[src/sbd_pkg.sv]
// Shared types and constants for the SBUS frame decoder.
// No dependencies; every other file in src imports this package.
package sbd_pkg;

  localparam int FRAME_LEN  = 25;
  localparam int POS_W      = 5;
  localparam int VAL_W      = 11;
  localparam int CNT_W      = 16;
  localparam int IDX_W      = 3;
  localparam int DATA_BYTES = 11;
  localparam int DATA_W     = 8 * DATA_BYTES;
  localparam int FLAG_POS   = FRAME_LEN - 2;
  localparam int END_POS    = FRAME_LEN - 1;

  localparam logic [7:0] START_BYTE = 8'h0F;
  localparam logic [7:0] END_BYTE   = 8'h00;
  localparam logic [3:0] END_NIBBLE = 4'h4;
  localparam int FAILSAFE_BIT = 3;
  localparam int LOST_BIT     = 2;

  localparam logic [CNT_W-1:0] CNT_MAX = '1;
  localparam logic [CNT_W-1:0] CNT_ONE = CNT_W'(16'h0001);

  localparam logic [1:0] CLASS_LOW    = 2'd0;
  localparam logic [1:0] CLASS_CENTER = 2'd1;
  localparam logic [1:0] CLASS_HIGH   = 2'd2;
  localparam logic [1:0] CLASS_EDGE   = 2'd3;

  localparam logic [VAL_W-1:0] MIN_RST  = VAL_W'(172);
  localparam logic [VAL_W-1:0] MAX_RST  = VAL_W'(1811);
  localparam logic [VAL_W-1:0] LOW_RST  = VAL_W'(700);
  localparam logic [VAL_W-1:0] HIGH_RST = VAL_W'(1300);

  typedef struct packed {
    logic [VAL_W-1:0] ch_min;
    logic [VAL_W-1:0] ch_max;
    logic [VAL_W-1:0] low_thr;
    logic [VAL_W-1:0] high_thr;
  } cfg_t;

  typedef struct packed {
    logic [DATA_W-1:0] data;
    logic              failsafe;
    logic              lost;
    logic [CNT_W-1:0]  skipped;
    logic [CNT_W-1:0]  errors;
    logic [CNT_W-1:0]  lost_cnt;
  } job_t;

  function automatic logic is_end_mark(logic [7:0] b);
    return (b == END_BYTE) || (b[3:0] == END_NIBBLE);
  endfunction

  function automatic logic [CNT_W-1:0] sat_inc(logic [CNT_W-1:0] c);
    return (c == CNT_MAX) ? c : c + CNT_ONE;
  endfunction

endpackage

[src/sbd_front.sv]
// Front end: frame sync, byte capture and saturating counters.
// Hands each good frame to the job queue. Depends on sbd_pkg.
module sbd_front (
  input  logic                clk_i,
  input  logic                rst_ni,
  input  logic                in_valid_i,
  output logic                in_ready_o,
  input  logic [7:0]          rx_byte_i,
  input  logic                q_full_i,
  output logic                q_push_o,
  output sbd_pkg::job_t       q_job_o
);
  import sbd_pkg::*;

  logic [POS_W-1:0]  pos_q, pos_d;
  logic [7:0]        prev_q;
  logic [DATA_W-1:0] data_q;
  logic [7:0]        flags_q;
  logic [CNT_W-1:0]  skip_q, skip_d;
  logic [CNT_W-1:0]  err_q, err_d;
  logic [CNT_W-1:0]  lost_q, lost_d;
  logic              at_end;
  logic              accept;
  logic              good_end;

  assign at_end     = (pos_q >= POS_W'(END_POS));
  assign in_ready_o = !at_end || !q_full_i;
  assign accept     = in_valid_i && in_ready_o;
  assign good_end   = at_end && is_end_mark(rx_byte_i);
  assign q_push_o   = accept && good_end;

  always_comb begin
    pos_d  = pos_q;
    skip_d = skip_q;
    err_d  = err_q;
    lost_d = lost_q;
    if (pos_q == '0) begin
      if (rx_byte_i == START_BYTE && is_end_mark(prev_q)) begin
        pos_d = POS_W'(1);
      end else begin
        skip_d = sat_inc(skip_q);
      end
    end else if (!at_end) begin
      pos_d = pos_q + POS_W'(1);
    end else begin
      pos_d = '0;
      if (good_end) begin
        if (flags_q[LOST_BIT]) lost_d = sat_inc(lost_q);
      end else begin
        err_d = sat_inc(err_q);
      end
    end
  end

  assign q_job_o = '{data:     data_q,
                     failsafe: flags_q[FAILSAFE_BIT],
                     lost:     flags_q[LOST_BIT],
                     skipped:  skip_q,
                     errors:   err_q,
                     lost_cnt: lost_d};

  always_ff @(posedge clk_i or negedge rst_ni) begin
    if (!rst_ni) begin
      pos_q  <= '0;
      prev_q <= END_BYTE;
      skip_q <= '0;
      err_q  <= '0;
      lost_q <= '0;
    end else if (accept) begin
      pos_q  <= pos_d;
      prev_q <= rx_byte_i;
      skip_q <= skip_d;
      err_q  <= err_d;
      lost_q <= lost_d;
    end
  end

  always_ff @(posedge clk_i) begin
    if (accept) begin
      for (int j = 1; j <= DATA_BYTES; j++) begin
        if (pos_q == POS_W'(j)) data_q[8*(j-1) +: 8] <= rx_byte_i;
      end
      if (pos_q == POS_W'(FLAG_POS)) flags_q <= rx_byte_i;
    end
  end

endmodule

[src/sbd_queue.sv]
// Two-entry job queue between the front end and the channel emitter.
// Depends on sbd_pkg for the job type.
module sbd_queue (
  input  logic          clk_i,
  input  logic          rst_ni,
  input  logic          push_i,
  input  sbd_pkg::job_t push_job_i,
  output logic          full_o,
  input  logic          pop_i,
  output logic          valid_o,
  output sbd_pkg::job_t head_o
);
  import sbd_pkg::*;

  job_t       mem_q [2];
  logic       wr_ptr_q;
  logic       rd_ptr_q;
  logic [1:0] count_q;

  assign full_o  = (count_q == 2'd2);
  assign valid_o = (count_q != 2'd0);
  assign head_o  = mem_q[rd_ptr_q];

  always_ff @(posedge clk_i or negedge rst_ni) begin
    if (!rst_ni) begin
      wr_ptr_q <= 1'b0;
      rd_ptr_q <= 1'b0;
      count_q  <= 2'd0;
    end else begin
      if (push_i) wr_ptr_q <= !wr_ptr_q;
      if (pop_i)  rd_ptr_q <= !rd_ptr_q;
      if (push_i && !pop_i) begin
        count_q <= count_q + 2'd1;
      end else if (pop_i && !push_i) begin
        count_q <= count_q - 2'd1;
      end
    end
  end

  always_ff @(posedge clk_i) begin
    if (push_i) mem_q[wr_ptr_q] <= push_job_i;
  end

endmodule

[src/sbd_back.sv]
// Back end: unpacks, clamps and classes one channel per cycle while the output
// is free or ready, from the queue head into the output register. Needs sbd_pkg.
module sbd_back #(
  parameter int NUM_CHANNELS = 8
) (
  input  logic                        clk_i,
  input  logic                        rst_ni,
  input  sbd_pkg::cfg_t               cfg_i,
  input  logic                        q_valid_i,
  input  sbd_pkg::job_t               q_head_i,
  output logic                        q_pop_o,
  output logic                        out_valid_o,
  input  logic                        out_ready_i,
  output logic [sbd_pkg::IDX_W-1:0]   channel_index_o,
  output logic [sbd_pkg::VAL_W-1:0]   channel_value_o,
  output logic [1:0]                  position_class_o,
  output logic                        failsafe_o,
  output logic                        frame_lost_o,
  output logic [sbd_pkg::CNT_W-1:0]   skipped_starts_o,
  output logic [sbd_pkg::CNT_W-1:0]   decode_errors_o,
  output logic [sbd_pkg::CNT_W-1:0]   lost_count_o,
  output logic                        last_of_frame_o
);
  import sbd_pkg::*;

  localparam logic [IDX_W-1:0] LAST_CH = IDX_W'(NUM_CHANNELS - 1);

  logic [IDX_W-1:0] ch_q;
  logic             out_valid_q;
  logic             load;
  logic             is_last;
  logic [VAL_W-1:0] raw;
  logic [VAL_W-1:0] val;
  logic [1:0]       cls;

  assign load    = q_valid_i && (!out_valid_q || out_ready_i);
  assign is_last = (ch_q == LAST_CH);
  assign q_pop_o = load && is_last;
  assign raw     = q_head_i.data[VAL_W*ch_q +: VAL_W];

  always_comb begin
    if (raw < cfg_i.ch_min) begin
      val = cfg_i.ch_min;
    end else if (raw > cfg_i.ch_max) begin
      val = cfg_i.ch_max;
    end else begin
      val = raw;
    end
    if (val < cfg_i.low_thr) begin
      cls = CLASS_LOW;
    end else if (cfg_i.low_thr < val && val < cfg_i.high_thr) begin
      cls = CLASS_CENTER;
    end else if (cfg_i.high_thr < val) begin
      cls = CLASS_HIGH;
    end else begin
      cls = CLASS_EDGE;
    end
  end

  always_ff @(posedge clk_i or negedge rst_ni) begin
    if (!rst_ni) begin
      ch_q        <= '0;
      out_valid_q <= 1'b0;
    end else begin
      if (load) begin
        out_valid_q <= 1'b1;
        ch_q        <= is_last ? '0 : ch_q + IDX_W'(1);
      end else if (out_ready_i) begin
        out_valid_q <= 1'b0;
      end
    end
  end

  always_ff @(posedge clk_i) begin
    if (load) begin
      channel_index_o  <= ch_q;
      channel_value_o  <= val;
      position_class_o <= cls;
      failsafe_o       <= q_head_i.failsafe;
      frame_lost_o     <= q_head_i.lost;
      skipped_starts_o <= q_head_i.skipped;
      decode_errors_o  <= q_head_i.errors;
      lost_count_o     <= q_head_i.lost_cnt;
      last_of_frame_o  <= is_last;
    end
  end

  assign out_valid_o = out_valid_q;

endmodule

[src/sbus_frame_decoder.sv]
// SBUS frame decoder top level: configuration registers and the front,
// queue and back instances. Depends on sbd_pkg, sbd_front, sbd_queue, sbd_back.
//
// The decoder takes one received byte per cycle unless stalled. A frame starts
// on a 0x0F byte whose predecessor is 0x00 or has low nibble 0x04, and the
// 25th byte is checked as the end byte. A good frame is handed to a two-entry
// queue, and the emitter then delivers NUM_CHANNELS results, one per cycle while
// the output is ready; once the end byte is taken, the first result passes from
// the queue head into the output register. Each result is clamped to
// channel_min/channel_max and classed against the two thresholds. Input stalls
// only on an end byte while the queue holds two frames not yet emitted.
// Counters in each result are those in force after the frame's end byte.
module sbus_frame_decoder #(
  parameter int NUM_CHANNELS = 8
) (
  input  logic                        clk_i,
  input  logic                        rst_ni,
  input  logic                        psel,
  input  logic                        penable,
  input  logic                        pwrite,
  input  logic [3:0]                  paddr,
  input  logic [31:0]                 pwdata,
  output logic [31:0]                 prdata,
  output logic                        pready,
  input  logic                        in_valid_i,
  output logic                        in_ready_o,
  input  logic [7:0]                  rx_byte_i,
  output logic                        out_valid_o,
  input  logic                        out_ready_i,
  output logic [sbd_pkg::IDX_W-1:0]   channel_index_o,
  output logic [sbd_pkg::VAL_W-1:0]   channel_value_o,
  output logic [1:0]                  position_class_o,
  output logic                        failsafe_o,
  output logic                        frame_lost_o,
  output logic [sbd_pkg::CNT_W-1:0]   skipped_starts_o,
  output logic [sbd_pkg::CNT_W-1:0]   decode_errors_o,
  output logic [sbd_pkg::CNT_W-1:0]   lost_count_o,
  output logic                        last_of_frame_o
);
  import sbd_pkg::*;

  localparam logic [1:0] REG_MIN  = 2'd0;
  localparam logic [1:0] REG_MAX  = 2'd1;
  localparam logic [1:0] REG_LOW  = 2'd2;
  localparam logic [1:0] REG_HIGH = 2'd3;

  cfg_t             cfg_q;
  logic             wr_en;
  logic [1:0]       reg_idx;
  logic [VAL_W-1:0] rd_val;
  logic             q_push;
  logic             q_pop;
  logic             q_full;
  logic             q_valid;
  job_t             push_job;
  job_t             head_job;

  assign pready  = 1'b1;
  assign reg_idx = paddr[3:2];
  assign wr_en   = psel && penable && pwrite && pready;

  always_ff @(posedge clk_i or negedge rst_ni) begin
    if (!rst_ni) begin
      cfg_q <= '{ch_min: MIN_RST, ch_max: MAX_RST, low_thr: LOW_RST, high_thr: HIGH_RST};
    end else if (wr_en) begin
      unique case (reg_idx)
        REG_MIN:  cfg_q.ch_min   <= pwdata[VAL_W-1:0];
        REG_MAX:  cfg_q.ch_max   <= pwdata[VAL_W-1:0];
        REG_LOW:  cfg_q.low_thr  <= pwdata[VAL_W-1:0];
        REG_HIGH: cfg_q.high_thr <= pwdata[VAL_W-1:0];
        default:  cfg_q          <= cfg_q;
      endcase
    end
  end

  always_comb begin
    unique case (reg_idx)
      REG_MIN:  rd_val = cfg_q.ch_min;
      REG_MAX:  rd_val = cfg_q.ch_max;
      REG_LOW:  rd_val = cfg_q.low_thr;
      REG_HIGH: rd_val = cfg_q.high_thr;
      default:  rd_val = '0;
    endcase
  end

  assign prdata = {{(32-VAL_W){1'b0}}, rd_val};

  sbd_front u_front (
    .clk_i      (clk_i),
    .rst_ni     (rst_ni),
    .in_valid_i (in_valid_i),
    .in_ready_o (in_ready_o),
    .rx_byte_i  (rx_byte_i),
    .q_full_i   (q_full),
    .q_push_o   (q_push),
    .q_job_o    (push_job)
  );

  sbd_queue u_queue (
    .clk_i      (clk_i),
    .rst_ni     (rst_ni),
    .push_i     (q_push),
    .push_job_i (push_job),
    .full_o     (q_full),
    .pop_i      (q_pop),
    .valid_o    (q_valid),
    .head_o     (head_job)
  );

  sbd_back #(
    .NUM_CHANNELS (NUM_CHANNELS)
  ) u_back (
    .clk_i            (clk_i),
    .rst_ni           (rst_ni),
    .cfg_i            (cfg_q),
    .q_valid_i        (q_valid),
    .q_head_i         (head_job),
    .q_pop_o          (q_pop),
    .out_valid_o      (out_valid_o),
    .out_ready_i      (out_ready_i),
    .channel_index_o  (channel_index_o),
    .channel_value_o  (channel_value_o),
    .position_class_o (position_class_o),
    .failsafe_o       (failsafe_o),
    .frame_lost_o     (frame_lost_o),
    .skipped_starts_o (skipped_starts_o),
    .decode_errors_o  (decode_errors_o),
    .lost_count_o     (lost_count_o),
    .last_of_frame_o  (last_of_frame_o)
  );

endmodule

[config.mk]
export PLATFORM = sky130hd
export DESIGN_NAME = sbus_frame_decoder
export DESIGN_NICKNAME = d
export VERILOG_FILES = /design/src/sbd_pkg.sv /design/src/sbd_front.sv /design/src/sbd_queue.sv /design/src/sbd_back.sv /design/src/sbus_frame_decoder.sv
export SDC_FILE = /design/constraint.sdc
export NUM_CORES = 1
export LEC_CHECK = 0
export ABC_CLOCK_PERIOD_IN_PS = 8600
export BUFFER_PORTS_ARGS = -buffer_cell sky130_fd_sc_hd__buf_4
export CAP_MARGIN = 20
export CORE_MARGIN = 1
export CORE_UTILIZATION = 55
export DETAILED_ROUTE_END_ITERATION = 6
export HOLD_SLACK_MARGIN = 0.06
export PLACE_DENSITY = 0.79
export SYNTH_ARGS = -nofsm -noshare
export SYNTH_HDL_FRONTEND = slang
export SYNTH_HIERARCHICAL = 1
export SYNTH_SLANG_ARGS = --single-unit
[constraint.sdc]
create_clock -name clk_i -period 8.6 [get_ports clk_i]
set_clock_uncertainty 0.15 [all_clocks]
set_input_delay 0.86 -clock clk_i [delete_from_list [all_inputs] [get_ports clk_i]]
set_output_delay 0.86 -clock clk_i [all_outputs]
set_load 0.01 [all_outputs]
==> results_dict.tcl <==
set metrics [dict create \
    status "complete, no violations" \
    worst_pin_slew_ps 1119 \
    startpoint_type "register" \
    antenna_found_initial 0 \
    die_x_um 205.7 \
    grt_pass1_vias 12410 \
    fmax_mhz 144.6 \
    crit_arrival_ps 7090 \
    diodes 0 \
    timing.final.crit_share 0.8043 \
    core_area_um2 40830 \
    ir_drop_mv 0.2097 \
    yosys_warnings 6 \
    cts_setup_buffers 0 \
    cp_max_fo 53 \
    n_fill_cell 2810 \
    rows 74 \
    reg2reg_from "u_queue/rd_ptr_q" \
    syn_to_final_growth_pct 13.28 \
    clock_sinks 546 \
    start_util 0.5587 \
    wl_per_cell_um 21.99 \
    synth_cell_types 66 \
    period_minus_slack_ps 6917 \
    startpoint "u_queue/rd_ptr_q" \
    grt_pass1_wl_mm 69.44 \
    p_leak_nw 9.372 \
    place_ws_ps 1943 \
    drt_first_pass_iters 5 \
    setup_viol 0 \
    grt_max_degree 73 \
    yosysSeqAreaShare 0.6950 \
    htree_levels 2 \
    clockBufferDepth 3 \
    cts_tree "done" \
    slew_violations 0 \
    die_y_um 205.7 \
    vias 11910 \
    io_pins 153 \
    syn_area_um2 22810 \
    async_flop_share 0.2070 \
    grtUsageTotal 0.2183 \
    final_area_um2 25840 \
    drc_errors 0 \
    dp_hpwl_mm 26.98 \
    overflow 0 \
    clk_pin_slew_ps 60 \
    seq_area_um2 15860 \
    hold_violations 0 \
    rsz0062_at_grt "no" \
    multi_input_area_um2 6426 \
    drv_cap 0 \
    port_buffers 107 \
    worstSetupPathType "register to register" \
    viasPerCell 5.818 \
    gp_congestion 0.8683 \
    setup-tns-final_ps 0 \
    slew_headroom 0.2509 \
    synth_edf_count 433 \
    fin_util 0.6329 \
    cts_resized 0 \
    clock-root-buffer "clkbuf_16" \
    wl_mm 45.01 \
    ys_ff_latch 546 \
    design_power_total_mw 6.852 \
    ys.flop_type "edfxtp_1" \
    post_dp_cell_area_um2 24010 \
    setup_slack_ps 1683 \
    final_nets 1577 \
    cts_buffers 53 \
    drive_above_1_share 0.3248 \
    hp-class "primary input to async pin" \
    die-area_um2 42290 \
    clk_latency_ps 590 \
    crit_required_ps 8780 \
    syn_inst 1344 \
    cellPowerDensity_nw_per_um2 265.2 \
    hold_buffers 0 \
    drt_first_iter_violations 803 \
    crit_path_end_kind "register" \
    antenna_left 0 \
    syn_area_per_cell_um2 16.97 \
]
## area by class of cell
cell class                      instances  area share
Inverter                               40    0.005810
Multi-Input combinational cell        709      0.2487
Tap cell                              532     0.02576
Clock inverter                         30     0.01332
Sequential cell                       546      0.6137
Clock buffer                           67     0.05694
Timing Repair Buffer                  123     0.03578
## worst paths after layout
check / depth (start not counted) / slack, ps / to
setup reg to reg: 17 / 1680 / u_back/position_class_o[0]
hold reg to reg: 0 / 290 / u_queue/mem_q[1][106]
min in group clk_i: 0 / 290 / u_queue/mem_q[1][106]
setup / recovery: 17 / 1680 / u_back/position_class_o[0]
hold / removal: 1 / 190 / u_front/err_q[0]
max in group asynchronous: 2 / 6760 / u_queue/rd_ptr_q
## sequential cells by signal (all words and copies together) (netlist names), 3 cells and up
name,cells
u_front/prev_q,8
u_front/data_q,88
u_front/lost_q,16
u_back/skipped_starts_o,16
u_back/lost_count_o,16
u_back/ch_q,3
u_front/err_q,16
u_front/pos_q,5
u_queue/mem_q,276
u_back/channel_value_o,11
cfg_q,44
u_back/decode_errors_o,16
u_back/channel_index_o,3
u_front/skip_q,16
## layout by cell type (no fill, tap or decap), drive strengths merged, types with 26 or more instances in the layout
cell	n
a21oi	27
buf	122
clkbuf	68
dfrtp	93
edfxtp	433
ha	53
inv	43
mux2	201
mux4	33
nand2	64
nand3	26
nor2	33
nor3	28
xor2	29
## critical path, stage by stage (launching register included)
cell and delay, ps:
dfrtp_4 910, buf_4 420, mux2_2 370, mux4_2 540, mux2_2 340, ha_1 300, nand3_1 160, or3_1 450
o211ai_1 710, a21oi_1 240, o31a_1 370, ha_1 300, nor2b_1 140, o21ai_0 180, a21oi_1 90, a2111oi_0 680
or3_1 210, a21oi_1 60
## report_power, final
part           total (mW)  switching (mW)  internal (mW)
clock                2.39           0.970           1.42
combinational        1.21           0.671          0.541
sequential           3.25           0.164           3.08
total                6.85            1.81           5.05
## metal layers
metal / vias up / part of all wire / GRT usage
li1: 5376 / - / -
met1: 6092 / 0.40 / 0.2752
met2: 372 / 0.51 / 0.3797
met3: 69 / 0.060 / 0.04340
met4: 0 / 0.023 / 0.06746
met5: - / 0 / 0
## cell families after synthesis
| kind of cell | after synthesis | synth area share |
|---|---|---|
| XOR/XNOR | 54 | 0.02073 |
| AO/OA/AOI/OAI | 105 | 0.03560 |
| flip-flops | 546 | 0.6950 |
| other | 2 | 0.0003292 |
| buffers and inverters | 109 | 0.02830 |
| adder cells (fa/ha/maj) | 53 | 0.02907 |
| AND/OR/NAND/NOR | 239 | 0.05660 |
| multiplexers | 236 | 0.1343 |
## synthesized netlist by cell type (3+ instances only)
cell      count  area, um^2
o31a_1        9       78.83
nand2b_1      4       25.02
nor2_2        3       18.77
nor3_1       25       125.1
nand3_1      26       130.1
a211oi_1      3       22.52
nand4_1      24       150.1
o21ai_0      11       55.05
buf_4        28       210.2
clkbuf_1     14       52.55
a22o_1        3       26.28
o21a_1        5       37.54
o211ai_1      4       30.03
xnor2_1      25       219.0
buf_6        16       180.2
xor2_1       29       254.0
mux2_2      190        2140
nor2_1       30       112.6
nand2_1      64       240.2
mux2_4       10       150.1
nor4_1       10       62.56
ha_1         53       663.1
a31oi_1       5       31.28
dfstp_2      20       525.5
a21oi_1      26       130.1
nor2b_1       6       37.54
dfrtp_1      93        2327
mux4_2       33       743.2
buf_2         9       45.04
inv_1        40       150.1
and4_1        6       52.55
edfxtp_1    433       13000
nand3b_1      3       22.52
o31ai_1      10       75.07
and3_1       11       68.82
or3_1         6       37.54
nor3_2        3       30.03
or2_2         4       25.02
a21o_1       13       97.59
## through the flow
step	hold WS, ps	cells
after global routing	229.1	2047
after floorplan	271.5	1364
after global placement	271.8	1948
final	188.7	2047
after detailed placement	280.4	1948
after CTS	197.2	2045
No activity file was read; power rests on OpenSTA's default activity.
